[src/rtl/core/rabs_pkg.sv]
// ----------------------------------------------------------------------------
// rabs_pkg: shared types and constants for the rank-by-sort block
// Widths of the value store, fill counter, rank and the unit control group.
// ----------------------------------------------------------------------------
package rabs_pkg;

  localparam int MAX_ELEMENTS = 64;
  localparam int STORE_DEPTH  = 64;
  localparam int VALUE_W      = 32;
  localparam int RANK_W       = 6;
  localparam int ADDR_W       = 6;
  localparam int FILL_W       = 7;

  localparam logic [FILL_W-1:0] CAPACITY = FILL_W'(MAX_ELEMENTS);

  typedef logic signed [VALUE_W-1:0] value_t;
  typedef logic [RANK_W-1:0]         rank_t;
  typedef logic [ADDR_W-1:0]         addr_t;
  typedef logic [FILL_W-1:0]         fill_t;

  // control from the sequencer to the shared compare unit
  typedef struct packed {
    logic load_key;
    logic accumulate;
  } unit_ctl_t;

endpackage

[src/rtl/core/rabs_channels.sv]
// ----------------------------------------------------------------------------
// rabs_channels: valid/ready channels of the rank-by-sort block
// Input request channel (value, is_last) and result channel (rank, flags).
// ----------------------------------------------------------------------------
interface rabs_item_if;
  logic             valid;
  logic             ready;
  rabs_pkg::value_t value;
  logic             is_last;

  modport source (output valid, output value, output is_last, input ready);
  modport sink   (input valid, input value, input is_last, output ready);
endinterface

interface rabs_rank_if;
  logic            valid;
  logic            ready;
  rabs_pkg::rank_t rank;
  logic            last_rank;
  logic            overflowed;

  modport source (output valid, output rank, output last_rank, output overflowed,
                  input ready);
  modport sink   (input valid, input rank, input last_rank, input overflowed,
                  output ready);
endinterface

[src/rtl/core/rabs_ram.sv]
// ----------------------------------------------------------------------------
// rabs_ram: generic single-write, single-read RAM
// One write port, one read port with registered read data.
// ----------------------------------------------------------------------------
module rabs_ram #(
  parameter int WIDTH = 32,
  parameter int DEPTH = 64,
  parameter int AW    = $clog2(DEPTH)
) (
  input  logic             clk,
  input  logic             we,
  input  logic [AW-1:0]    waddr,
  input  logic [WIDTH-1:0] wdata,
  input  logic [AW-1:0]    raddr,
  output logic [WIDTH-1:0] rdata
);

  logic [WIDTH-1:0] mem [DEPTH];

  always_ff @(posedge clk) begin
    if (we) begin
      mem[waddr] <= wdata;
    end
    rdata <= mem[raddr];
  end

endmodule

[src/rtl/core/rabs_rank_unit.sv]
// ----------------------------------------------------------------------------
// rabs_rank_unit: shared signed comparator and rank accumulator
// Holds the key of the element being ranked and counts smaller values.
// ----------------------------------------------------------------------------
module rabs_rank_unit (
  input  logic                clk,
  input  rabs_pkg::unit_ctl_t ctl,
  input  rabs_pkg::value_t    rdata,
  output rabs_pkg::rank_t     count
);

  rabs_pkg::value_t key;

  always_ff @(posedge clk) begin
    if (ctl.load_key) begin
      key   <= rdata;
      count <= '0;
    end else if (ctl.accumulate && (rdata < key)) begin
      count <= count + rabs_pkg::RANK_W'(1);
    end
  end

endmodule

[src/rtl/core/rabs_ctrl.sv]
// ----------------------------------------------------------------------------
// rabs_ctrl: load and ranking sequencer
// Fills the value store, then walks it once per element and emits ranks.
// ----------------------------------------------------------------------------
module rabs_ctrl (
  input  logic                clk,
  input  logic                rst,
  rabs_item_if.sink           items,
  rabs_rank_if.source         ranks,
  output logic                ram_we,
  output rabs_pkg::addr_t     ram_waddr,
  output rabs_pkg::value_t    ram_wdata,
  output rabs_pkg::addr_t     ram_raddr,
  output rabs_pkg::unit_ctl_t unit_ctl,
  input  rabs_pkg::rank_t     count
);

  localparam logic [2:0] ST_LOAD   = 3'd0;
  localparam logic [2:0] ST_READ_I = 3'd1;
  localparam logic [2:0] ST_KEY    = 3'd2;
  localparam logic [2:0] ST_SCAN   = 3'd3;
  localparam logic [2:0] ST_EMIT   = 3'd4;

  logic [2:0]      state;
  rabs_pkg::fill_t fill;
  logic            ovf;
  rabs_pkg::addr_t idx_i;
  rabs_pkg::addr_t idx_c;
  logic            out_valid;

  logic            in_take;
  logic            room;
  rabs_pkg::fill_t fill_last;
  logic            scan_end;
  logic            item_end;
  logic            emit_ok;

  assign items.ready = (state == ST_LOAD);
  assign in_take     = items.valid && items.ready;
  assign room        = fill < rabs_pkg::CAPACITY;
  assign fill_last   = fill - rabs_pkg::FILL_W'(1);
  assign scan_end    = {1'b0, idx_c} == fill_last;
  assign item_end    = {1'b0, idx_i} == fill_last;
  assign emit_ok     = !out_valid || ranks.ready;

  assign ram_we    = in_take && room;
  assign ram_waddr = fill[rabs_pkg::ADDR_W-1:0];
  assign ram_wdata = items.value;

  assign unit_ctl.load_key   = (state == ST_KEY);
  assign unit_ctl.accumulate = (state == ST_SCAN);

  assign ranks.valid = out_valid;

  // read address: own element first, then a sweep one ahead of the compare
  always_comb begin
    unique case (state)
      ST_READ_I: ram_raddr = idx_i;
      ST_KEY:    ram_raddr = '0;
      ST_SCAN:   ram_raddr = idx_c + rabs_pkg::ADDR_W'(1);
      default:   ram_raddr = idx_i;
    endcase
  end

  always_ff @(posedge clk) begin
    if (rst) begin
      state     <= ST_LOAD;
      fill      <= '0;
      ovf       <= 1'b0;
      idx_i     <= '0;
      idx_c     <= '0;
    end else begin
      unique case (state)
        ST_LOAD: begin
          if (in_take) begin
            if (room) begin
              fill <= fill + rabs_pkg::FILL_W'(1);
            end else begin
              ovf <= 1'b1;
            end
            if (items.is_last) begin
              idx_i <= '0;
              state <= ST_READ_I;
            end
          end
        end
        ST_READ_I: begin
          state <= ST_KEY;
        end
        ST_KEY: begin
          idx_c <= '0;
          state <= ST_SCAN;
        end
        ST_SCAN: begin
          if (scan_end) begin
            state <= ST_EMIT;
          end else begin
            idx_c <= idx_c + rabs_pkg::ADDR_W'(1);
          end
        end
        ST_EMIT: begin
          if (emit_ok) begin
            if (item_end) begin
              fill  <= '0;
              ovf   <= 1'b0;
              state <= ST_LOAD;
            end else begin
              idx_i <= idx_i + rabs_pkg::ADDR_W'(1);
              state <= ST_READ_I;
            end
          end
        end
        default: begin
          state <= ST_LOAD;
        end
      endcase
    end
  end

  // result valid: set on emit, cleared once the result is taken
  always_ff @(posedge clk) begin
    if (rst) begin
      out_valid <= 1'b0;
    end else if ((state == ST_EMIT) && emit_ok) begin
      out_valid <= 1'b1;
    end else if (ranks.ready) begin
      out_valid <= 1'b0;
    end
  end

  // result payload
  always_ff @(posedge clk) begin
    if ((state == ST_EMIT) && emit_ok) begin
      ranks.rank       <= count;
      ranks.last_rank  <= item_end;
      ranks.overflowed <= ovf;
    end
  end

endmodule

[src/rtl/core/rank_assign_by_sort.sv]
// ----------------------------------------------------------------------------
// rank_assign_by_sort: rank of each element of a loaded sequence
// Stores signed values, then emits for each one the count of smaller values.
// ----------------------------------------------------------------------------
// usage
//   items: one request per signed 32-bit value, is_last on the final one.
//     Up to MAX_ELEMENTS values are kept; the rest are dropped and the
//     overflowed flag is raised on every rank of that sequence.
//   ranks: one result per stored value, in load order, last_rank on the final
//     one; rank = number of stored values strictly smaller, so equal values
//     share the lowest rank.
// timing
//   loading takes one cycle per request, items.ready high between sequences.
//   after is_last, each rank reads and latches the element's own key, then
//   sweeps all n stored values through the single read port, compared by the
//   one shared comparator, and is then emitted. items.ready is low meanwhile.
//   a stalled ranks channel holds the ranking sequencer in its emit step;
//   the final rank may still wait while the next sequence is loading.
// reset
//   rst (synchronous) empties the store count, clears the overflow flag and
//   drops any pending result; stored values need no clearing.
// ----------------------------------------------------------------------------
module rank_assign_by_sort (
  input  logic        clk,
  input  logic        rst,
  rabs_item_if.sink   items,
  rabs_rank_if.source ranks
);

  // value store write side (load) and read side (ranking sweep)
  logic                ram_we;
  rabs_pkg::addr_t     ram_waddr;
  rabs_pkg::value_t    ram_wdata;
  rabs_pkg::addr_t     ram_raddr;
  rabs_pkg::value_t    ram_rdata;

  // sequencer to compare unit
  rabs_pkg::unit_ctl_t unit_ctl;
  rabs_pkg::rank_t     count;

  // element store, registered read
  rabs_ram #(
    .WIDTH (rabs_pkg::VALUE_W),
    .DEPTH (rabs_pkg::STORE_DEPTH)
  ) u_store (
    .clk   (clk),
    .we    (ram_we),
    .waddr (ram_waddr),
    .wdata (ram_wdata),
    .raddr (ram_raddr),
    .rdata (ram_rdata)
  );

  // one signed comparator reused for every pair
  rabs_rank_unit u_unit (
    .clk   (clk),
    .ctl   (unit_ctl),
    .rdata (ram_rdata),
    .count (count)
  );

  // load / rank / emit sequencer with the output register
  rabs_ctrl u_ctrl (
    .clk       (clk),
    .rst       (rst),
    .items     (items),
    .ranks     (ranks),
    .ram_we    (ram_we),
    .ram_waddr (ram_waddr),
    .ram_wdata (ram_wdata),
    .ram_raddr (ram_raddr),
    .unit_ctl  (unit_ctl),
    .count     (count)
  );

endmodule
[src/flat_wrapper.sv]
// flat-port wrapper written by rule: the top's interface ports become plain ports
module rank_assign_by_sort_flat 
  (clk, rst, items_valid, items_value, items_is_last, items_ready, ranks_valid, ranks_rank, ranks_last_rank, ranks_overflowed, ranks_ready);
  rabs_item_if items_i ();
  rabs_rank_if ranks_i ();
  input  logic clk;
  input  logic rst;
  input wire logic [$bits(items_i.valid)-1:0] items_valid;
  input wire logic [$bits(items_i.value)-1:0] items_value;
  input wire logic [$bits(items_i.is_last)-1:0] items_is_last;
  output wire logic [$bits(items_i.ready)-1:0] items_ready;
  output wire logic [$bits(ranks_i.valid)-1:0] ranks_valid;
  output wire logic [$bits(ranks_i.rank)-1:0] ranks_rank;
  output wire logic [$bits(ranks_i.last_rank)-1:0] ranks_last_rank;
  output wire logic [$bits(ranks_i.overflowed)-1:0] ranks_overflowed;
  input wire logic [$bits(ranks_i.ready)-1:0] ranks_ready;
  assign items_i.valid = items_valid;
  assign items_i.value = items_value;
  assign items_i.is_last = items_is_last;
  assign items_ready = items_i.ready;
  assign ranks_valid = ranks_i.valid;
  assign ranks_rank = ranks_i.rank;
  assign ranks_last_rank = ranks_i.last_rank;
  assign ranks_overflowed = ranks_i.overflowed;
  assign ranks_i.ready = ranks_ready;
  rank_assign_by_sort u_core (.clk(clk), .rst(rst), .items(items_i), .ranks(ranks_i));
endmodule
[config.mk]
export PLATFORM = sky130hd
export DESIGN_NAME = rank_assign_by_sort_flat
export DESIGN_NICKNAME = d
export VERILOG_FILES = /design/src/rtl/core/rabs_pkg.sv /design/src/rtl/core/rabs_channels.sv /design/src/rtl/core/rabs_ram.sv /design/src/rtl/core/rabs_rank_unit.sv /design/src/rtl/core/rabs_ctrl.sv /design/src/rtl/core/rank_assign_by_sort.sv /design/src/flat_wrapper.sv
export SDC_FILE = /design/constraint.sdc
export NUM_CORES = 2
export LEC_CHECK = 0
export BUFFER_PORTS_ARGS = -buffer_cell sky130_fd_sc_hd__clkbuf_2
export CAP_MARGIN = 25
export CORE_UTILIZATION = 35
export DETAILED_ROUTE_END_ITERATION = 8
export PLACE_DENSITY = 0.56
export RECOVER_POWER = 50
export REMOVE_ABC_BUFFERS = 1
export SYNTH_ARGS = -nofsm -noshare
export SYNTH_HDL_FRONTEND = slang
export SYNTH_HIERARCHICAL = 1
export SYNTH_SLANG_ARGS = --single-unit
[constraint.sdc]
create_clock -name clk -period 8.2 [get_ports clk]
set_clock_uncertainty 0.1 [all_clocks]
set_input_delay 0.82 -clock clk [delete_from_list [all_inputs] [get_ports clk]]
set_output_delay 0.82 -clock clk [all_outputs]
set_load 0.02 [all_outputs]
Yosys cells after proc, flatten, opt, wreduce, memory -nomap -nowiden
Memory sizes are Yosys's and may differ from the RTL's. A register that Yosys moved wholly into a read port is not among the register bits.
Index checks and enable logic that the tools add are counted.
{"block": "word_totals", "regBits": 70, "latchBits": 0, "ram_bits": 2048, "romBits": 0, "in_bits": 37, "out_inout_bits": 10, "wordCells": 77, "n_memories": 1}
{"name": "u_core.u_store.mem", "depth": 64, "width": 32, "rd": 1, "rd_clocked_by_memory_dff": 1, "write_ports": 1, "line_no": "rabs_ram.sv:18", "text": "logic [WIDTH-1:0] mem [DEPTH];"}
{"block": "op_classes", "n_addsub": 5, "n_mul": 0, "div": 0, "magnitude_cmp": 2, "n_eq_ne": 15, "shift": 0, "n_mux": 28, "bitwise": 0, "n_reduce_logical": 15}
{"op": "6-bit case mux with 2 select lines", "count": 3}
{"op": "32-bit < comparator", "count": 1}
{"op": "6-bit 2-to-1 mux", "count": 5}
{"op": "7-bit 2-to-1 mux", "count": 4}
{"op": "6-bit by 1-bit adder with 6-bit output, second input constant", "count": 3}
{"op": "3-bit case mux with 5 select lines", "count": 1}
{"op": "5-bit AND reduction", "count": 3}
{"op": "6-bit by 7-bit equality test with 1-bit output", "count": 2}
{"op": "2-bit != test, second input constant", "count": 7}
{"op": "7-bit case mux with 2 select lines", "count": 1}
{"op": "3-bit 2-to-1 mux", "count": 4}
{"op": "1-bit 2-to-1 mux", "count": 9}
{"op": "7-bit by 1-bit adder with 7-bit output, second input constant", "count": 1}
{"op": "7-bit < comparator, second input constant", "count": 1}
{"op": "7-bit by 1-bit subtractor with 7-bit output, second input constant", "count": 1}
{"op": "3-bit by 2-bit equality test with 1-bit output, second input constant", "count": 2}
{"op": "2-bit nonzero test", "count": 3}
{"op": "1-bit logical AND", "count": 4}
{"op": "2-bit by 1-bit != test with 1-bit output, second input constant", "count": 2}
{"op": "4-bit AND reduction", "count": 1}
{"op": "3-bit by 1-bit equality test with 1-bit output, second input constant", "count": 1}
{"op": "3-bit equality test, second input constant", "count": 1}
{"op": "3-bit zero test", "count": 1}
{"op": "1-bit case mux with 2 select lines", "count": 1}
{"op": "other kinds (3)", "count": 3}

Longest topological paths before layout
{"block": "logic_depth", "depth_word": 5, "depth_mapped": 14, "depth_no_buf": 10}

Modules after synthesis
Netlist, hierarchy kept.
{"mod": "rabs_ram", "n_inst": 1, "cells_each": 3324, "area_each_um2": 78515.3}
{"mod": "rabs_ctrl", "n_inst": 1, "cells_each": 279, "area_each_um2": 2278.4}
{"mod": "rabs_rank_unit", "n_inst": 1, "cells_each": 183, "area_each_um2": 2155.8}

Worst setup path before layout
Ideal clock, no wire load.
{"block": "synth_path", "path_type": "input port to flip-flop", "startpoint": "input items_valid", "endpoint": "memory u_core.u_store.mem[48][0] (enable)", "t_arrival_ps": 4186, "required_ps": 7639, "setup_slack_ps": 3453, "stages": 5, "cell_sequence": "nand2b_1 > nor4_1 > nor2b_1 > nand4b_1 > nor3_1"}
{"block": "synth_via", "elab_chain_cells": 4}
{"element": "start: declaration", "line_no": "flat_wrapper.sv:8", "text": "input wire logic [$bits(items_i.valid)-1:0] items_valid;"}
{"element": "1-bit logical AND", "line_no": "rabs_ctrl.sv:39", "text": "assign in_take = items.valid && items.ready;"}
{"element": "1-bit logical AND", "line_no": "rabs_ctrl.sv:46", "text": "assign ram_we = in_take && room;"}
{"element": "net u_core.ram_we", "line_no": "rank_assign_by_sort.sv:31", "text": "logic ram_we;"}
{"element": "1-bit 2-to-1 mux", "line_no": "rabs_ram.sv:21", "text": "if (we) begin"}
{"element": "1-bit 2-to-1 mux (not written as such)", "line_no": "rabs_ram.sv:22", "text": "mem[waddr] <= wdata;"}
{"element": "end: declaration", "line_no": "rabs_ram.sv:18"}
The timed path passes the listed nets, and every way through them passes these cells.

Final worst setup path
{"block": "layout_path", "startpoint": "register u_core.u_ctrl.state[2]", "endpoint": "register u_core.u_store.rdata[3], read port of u_core.u_store.mem"}
{"block": "layout_via", "elab_chain_cells": 2, "elab_cells_between_ends": 3}
{"element": "start: declaration", "line_no": "rabs_ctrl.sv:24", "text": "logic [2:0] state;"}
{"element": "start signal: assignment", "line_no": "rabs_ctrl.sv:67", "text": "state <= ST_LOAD;"}
{"element": "start signal: assignment", "line_no": "rabs_ctrl.sv:83", "text": "state <= ST_READ_I;"}
{"element": "start signal: assignment", "line_no": "rabs_ctrl.sv:88", "text": "state <= ST_KEY;"}
{"element": "3-bit by 2-bit equality test with 1-bit output", "line_no": "rabs_ctrl.sv:57", "text": "unique case (state)"}
{"element": "6-bit case mux with 2 select lines *", "line_no": "rabs_ctrl.sv:57"}
{"element": "net u_core.ram_raddr[0]", "line_no": "rank_assign_by_sort.sv:34", "text": "rabs_pkg::addr_t ram_raddr;"}
{"element": "end: declaration", "line_no": "rabs_ram.sv:15", "text": "output logic [WIDTH-1:0] rdata"}
Mark *: on every way through the listed nets, which the timed path passes. The rest lies on a longest branch.
A chain may end at the register's enable or synchronous reset.

==> results.yml <==
timing:
  hold_viol: 0
  relSlewSlack_pct: -138
  rsz0062_at_grt: "false"
  post-route-min-period_ns: 4.83
  worst_pin_slew_ns: 3.57
  finalCritPeriodShare_pct: 58.9
  setup_viol: 0
  drv_slew: 2125
  max_freq_mhz: 207
finish:
  final_cells: 7283
  seq_area_mm2: 0.0639
  nets: 4025
  final_layout_size_suffix_gt1_share_pct: 25.9
  areaGrowthSynthToFinish_pct: 13.5
  fillers: 20755
  multi_input_area_mm2: 0.0181
worst_setup_path:
  slowest_stage: "a21oi_1"
  worstRegToRegCells: 10
  startpoint_type: "register"
  rr_startpoint: "u_core/u_ctrl/state[2]"
  criticalPathCategory: "register to register"
  setup.worst_path.end_class: "register"
  worst_ep_required_time_ns: 8.80
  reg2reg_slack_ns: 3.37
  cp_max_fo: 71
  cp_common_cell: "nor2_1"
  slowest_delay_ns: 0.74
  r2r_end: "u_core/u_store/rdata[3]"
  path_cells: "nand2b_1 -> nor3_1 -> a21o_4 -> buf_12 -> buf_4 -> mux4_2 -> o22ai_1 -> nor2_1 -> a21oi_1 -> nor2_1"
  worstPathArrival_ns: 5.43
min_path:
  hold_depth: 0
  hp-start: "u_core/u_ctrl/ovf"
  hold_path_class: "register to register"
  min_to: "u_core/u_ctrl/ranks.overflowed"
clock_network:
  ctsHoldBuffers: 0
  cts_tree: "yes"
  cts_resized: 0
  clkSinkCount: 2150
  clk_pin_slew_ns: 0.06
  cts_buffer_depth: 3
  h-tree-depth: 4
  cts_setup_buffers: 0
  root_buffer: "clkbuf_16"
  cts_buffers: 216
  clk_latency_ns: 0.86
synthesis:
  synth_area_leaders: "edfxtp_1 76%, mux4_2 15%, dfxtp_1 1.5%"
  avgSynthCellArea_um2: 21.9
  synth_commonest_cells: "2,088 x edfxtp_1, 544 x mux4_2, 166 x nor2_1"
  ys.flop_type: "edfxtp_1"
  synth_top_area_share_pct: 75.6
  synth_cell_types: 73
  ys_seq_area_share_pct: 77.1
  synth_edf_count: 2088
  ys_ff_latch: 2150
  synth_top_cell_by_area: "edfxtp_1"
  netlist_area_mm2: 0.0829
  yosysMostFrequentCell: "edfxtp_1"
  synth_warnings: 6
  post_synth_inst_count: 3786
  synthArstFlopShare_pct: 0
power:
  p_comb_share_pct: 3.1
  switching_share_pct: 21.0
  p_leak_uw: 0.0280
  power_frac_seq_pct: 54.8
  vdd_drop_max_mv: 0.227
  p_clk_share_pct: 42.1
  p_per_area_mw_per_mm2: 237
  p_int_uw: 17600
  switchingPower_uw: 4680
  power_uw: 22300
routing:
  wirelength_um: 215000
  ant_nets: 0
  vias_per_cell: 5.43
  dr.pass1.iters: 5
  dr.first_iter.drc_count: 4532
  wl_per_cell_um: 29.5
  drc: 0
  vias: 39571
placement:
  dp.cells: 6884
  dp_hpwl_um: 116000
  port_buffers: 46
  place_congestion: 0.786
global_routing:
  antenna_found_initial: 8
  overflow: 0
  grt_pass1_vias: 39855
  grt_max_degree: 107
  track_usage_pct: 18.0
  grt_pass1_wl_um: 304000
floorplanning:
  core_mm2: 0.235
  initial_utilization_pct: 35.2
  die_y_um: 489
  die-area_mm2: 0.239
  io_pins: 47
  num_rows: 178
  die_x_um: 489
run_status:
  run_status: "finished with violations"
  violations: "capacitance limit, slew limit"
job:
  drv_cap: 33
[metrics by stage]
| stage | instance area, um^2 | setup TNS [ns] | utilization (%) | worst slack (ns) | hold WS [ns] |
|---|---|---|---|---|---|
| 2_1_floorplan | 81700 | -626.88 | - | -19.99 | 0.302 |
| 3_3_place_gp | 87500 | 0 | 37.2 | 3.06 | 0.314 |
| 3_5_place_dp | 87600 | 0 | 37.2 | 3.36 | 0.325 |
| 4_1_cts | 94300 | 0 | 40.0 | 3.37 | 0.257 |
| 5_1_grt | 94100 | 0 | 40.0 | 3.04 | 0.320 |
| 6_report | 94200 | 0 | 40.0 | 3.37 | 0.332 |
[kinds of logic (layout without fill, tap and decap cells)]
family | after synthesis | in the layout | share of synthesized area [%]
flops | 2150 | 2150 | 77.1
mux | 648 | 648 | 16.0
simple gates | 367 | 367 | 2.13
compound gates | 287 | 287 | 2.24
buf+inv | 280 | 626 | 1.73
fa+ha+maj | 36 | 36 | 0.543
xor+xnor | 18 | 18 | 0.223
other cells | 0 | 1 | 0
[cells in the final DEF, fill, tap and decap left out, drive strengths merged, types with 28 or more instances in the layout]
cell,count
mux2i,98
mux4,544
inv,50
nor2,166
dfxtp,62
o22ai,84
clkbuf,365
nand2,63
edfxtp,2088
o221ai,28
a21oi,85
buf,108
ha,36
clkinv,89
[registers in the layout, indices dropped and copies added (netlist names)]
name / flops
u_core/u_ctrl/idx_i: 6
u_core/u_ctrl/idx_c: 6
u_core/u_unit/count: 6
u_core/u_ctrl/fill: 7
u_core/u_ctrl/ovf: 1
u_core/u_unit/key: 32
u_core/u_store/rdata: 32
u_core/u_store/mem: 2048
u_core/u_ctrl/state: 3
u_core/u_ctrl/ranks.last_rank: 1
u_core/u_ctrl/ranks.valid: 1
u_core/u_ctrl/ranks.overflowed: 1
u_core/u_ctrl/ranks.rank: 6
[worst max-delay path by stage]
stage	start	to	cells after the start
floorplan	u_core/u_ctrl/state[2]	u_core/u_store/rdata[18]	8
global placement	u_core/u_ctrl/state[2]	u_core/u_store/rdata[3]	9
detailed placement	u_core/u_ctrl/state[2]	u_core/u_store/rdata[3]	10
CTS	u_core/u_ctrl/state[2]	u_core/u_store/rdata[3]	10
global route	u_core/u_ctrl/state[2]	u_core/u_store/rdata[3]	10
finish	u_core/u_ctrl/state[2]	u_core/u_store/rdata[3]	10
[critical path, delay by kind of cell, from the launching register on]
family	cells	cell delay, ns
compound gates	3	1.22
mux	1	0.57
buf+inv	2	1.01
simple gates	4	1.09
flops	1	0.49
[routing by layer]
layer	GRT usage, %	wire length (um)	share of wire [%]	vias up
met4	4.13	4230	2.0	4
met2	28.6	102000	48	1416
met5	0	26	0.012	-
li1	-	-	-	16228
met1	25.8	93600	44	21656
met3	3.16	14700	6.8	267
[power groups by stage]
stage	combinational, uW	clock [uW]	sequential, uW
floorplan	547	0	12400
global placement	695	0	12400
detailed placement	709	0	12400
CTS	709	9560	12200
global route	746	9950	12200
finish	692	9380	12200
[area by class of cell]
| class | count | area share (%) |
|---|---|---|
| Antenna cell | 1 | 0.00266 |
| Clock buffer | 286 | 6.10 |
| Clock inverter | 112 | 1.00 |
| Inverter | 41 | 0.163 |
| Multi-Input combinational cell | 1356 | 19.2 |
| Sequential cell | 2150 | 67.9 |
| Tap cell | 3150 | 4.19 |
| Timing Repair Buffer | 187 | 1.41 |
No activity file was read; power rests on OpenSTA's default activity.
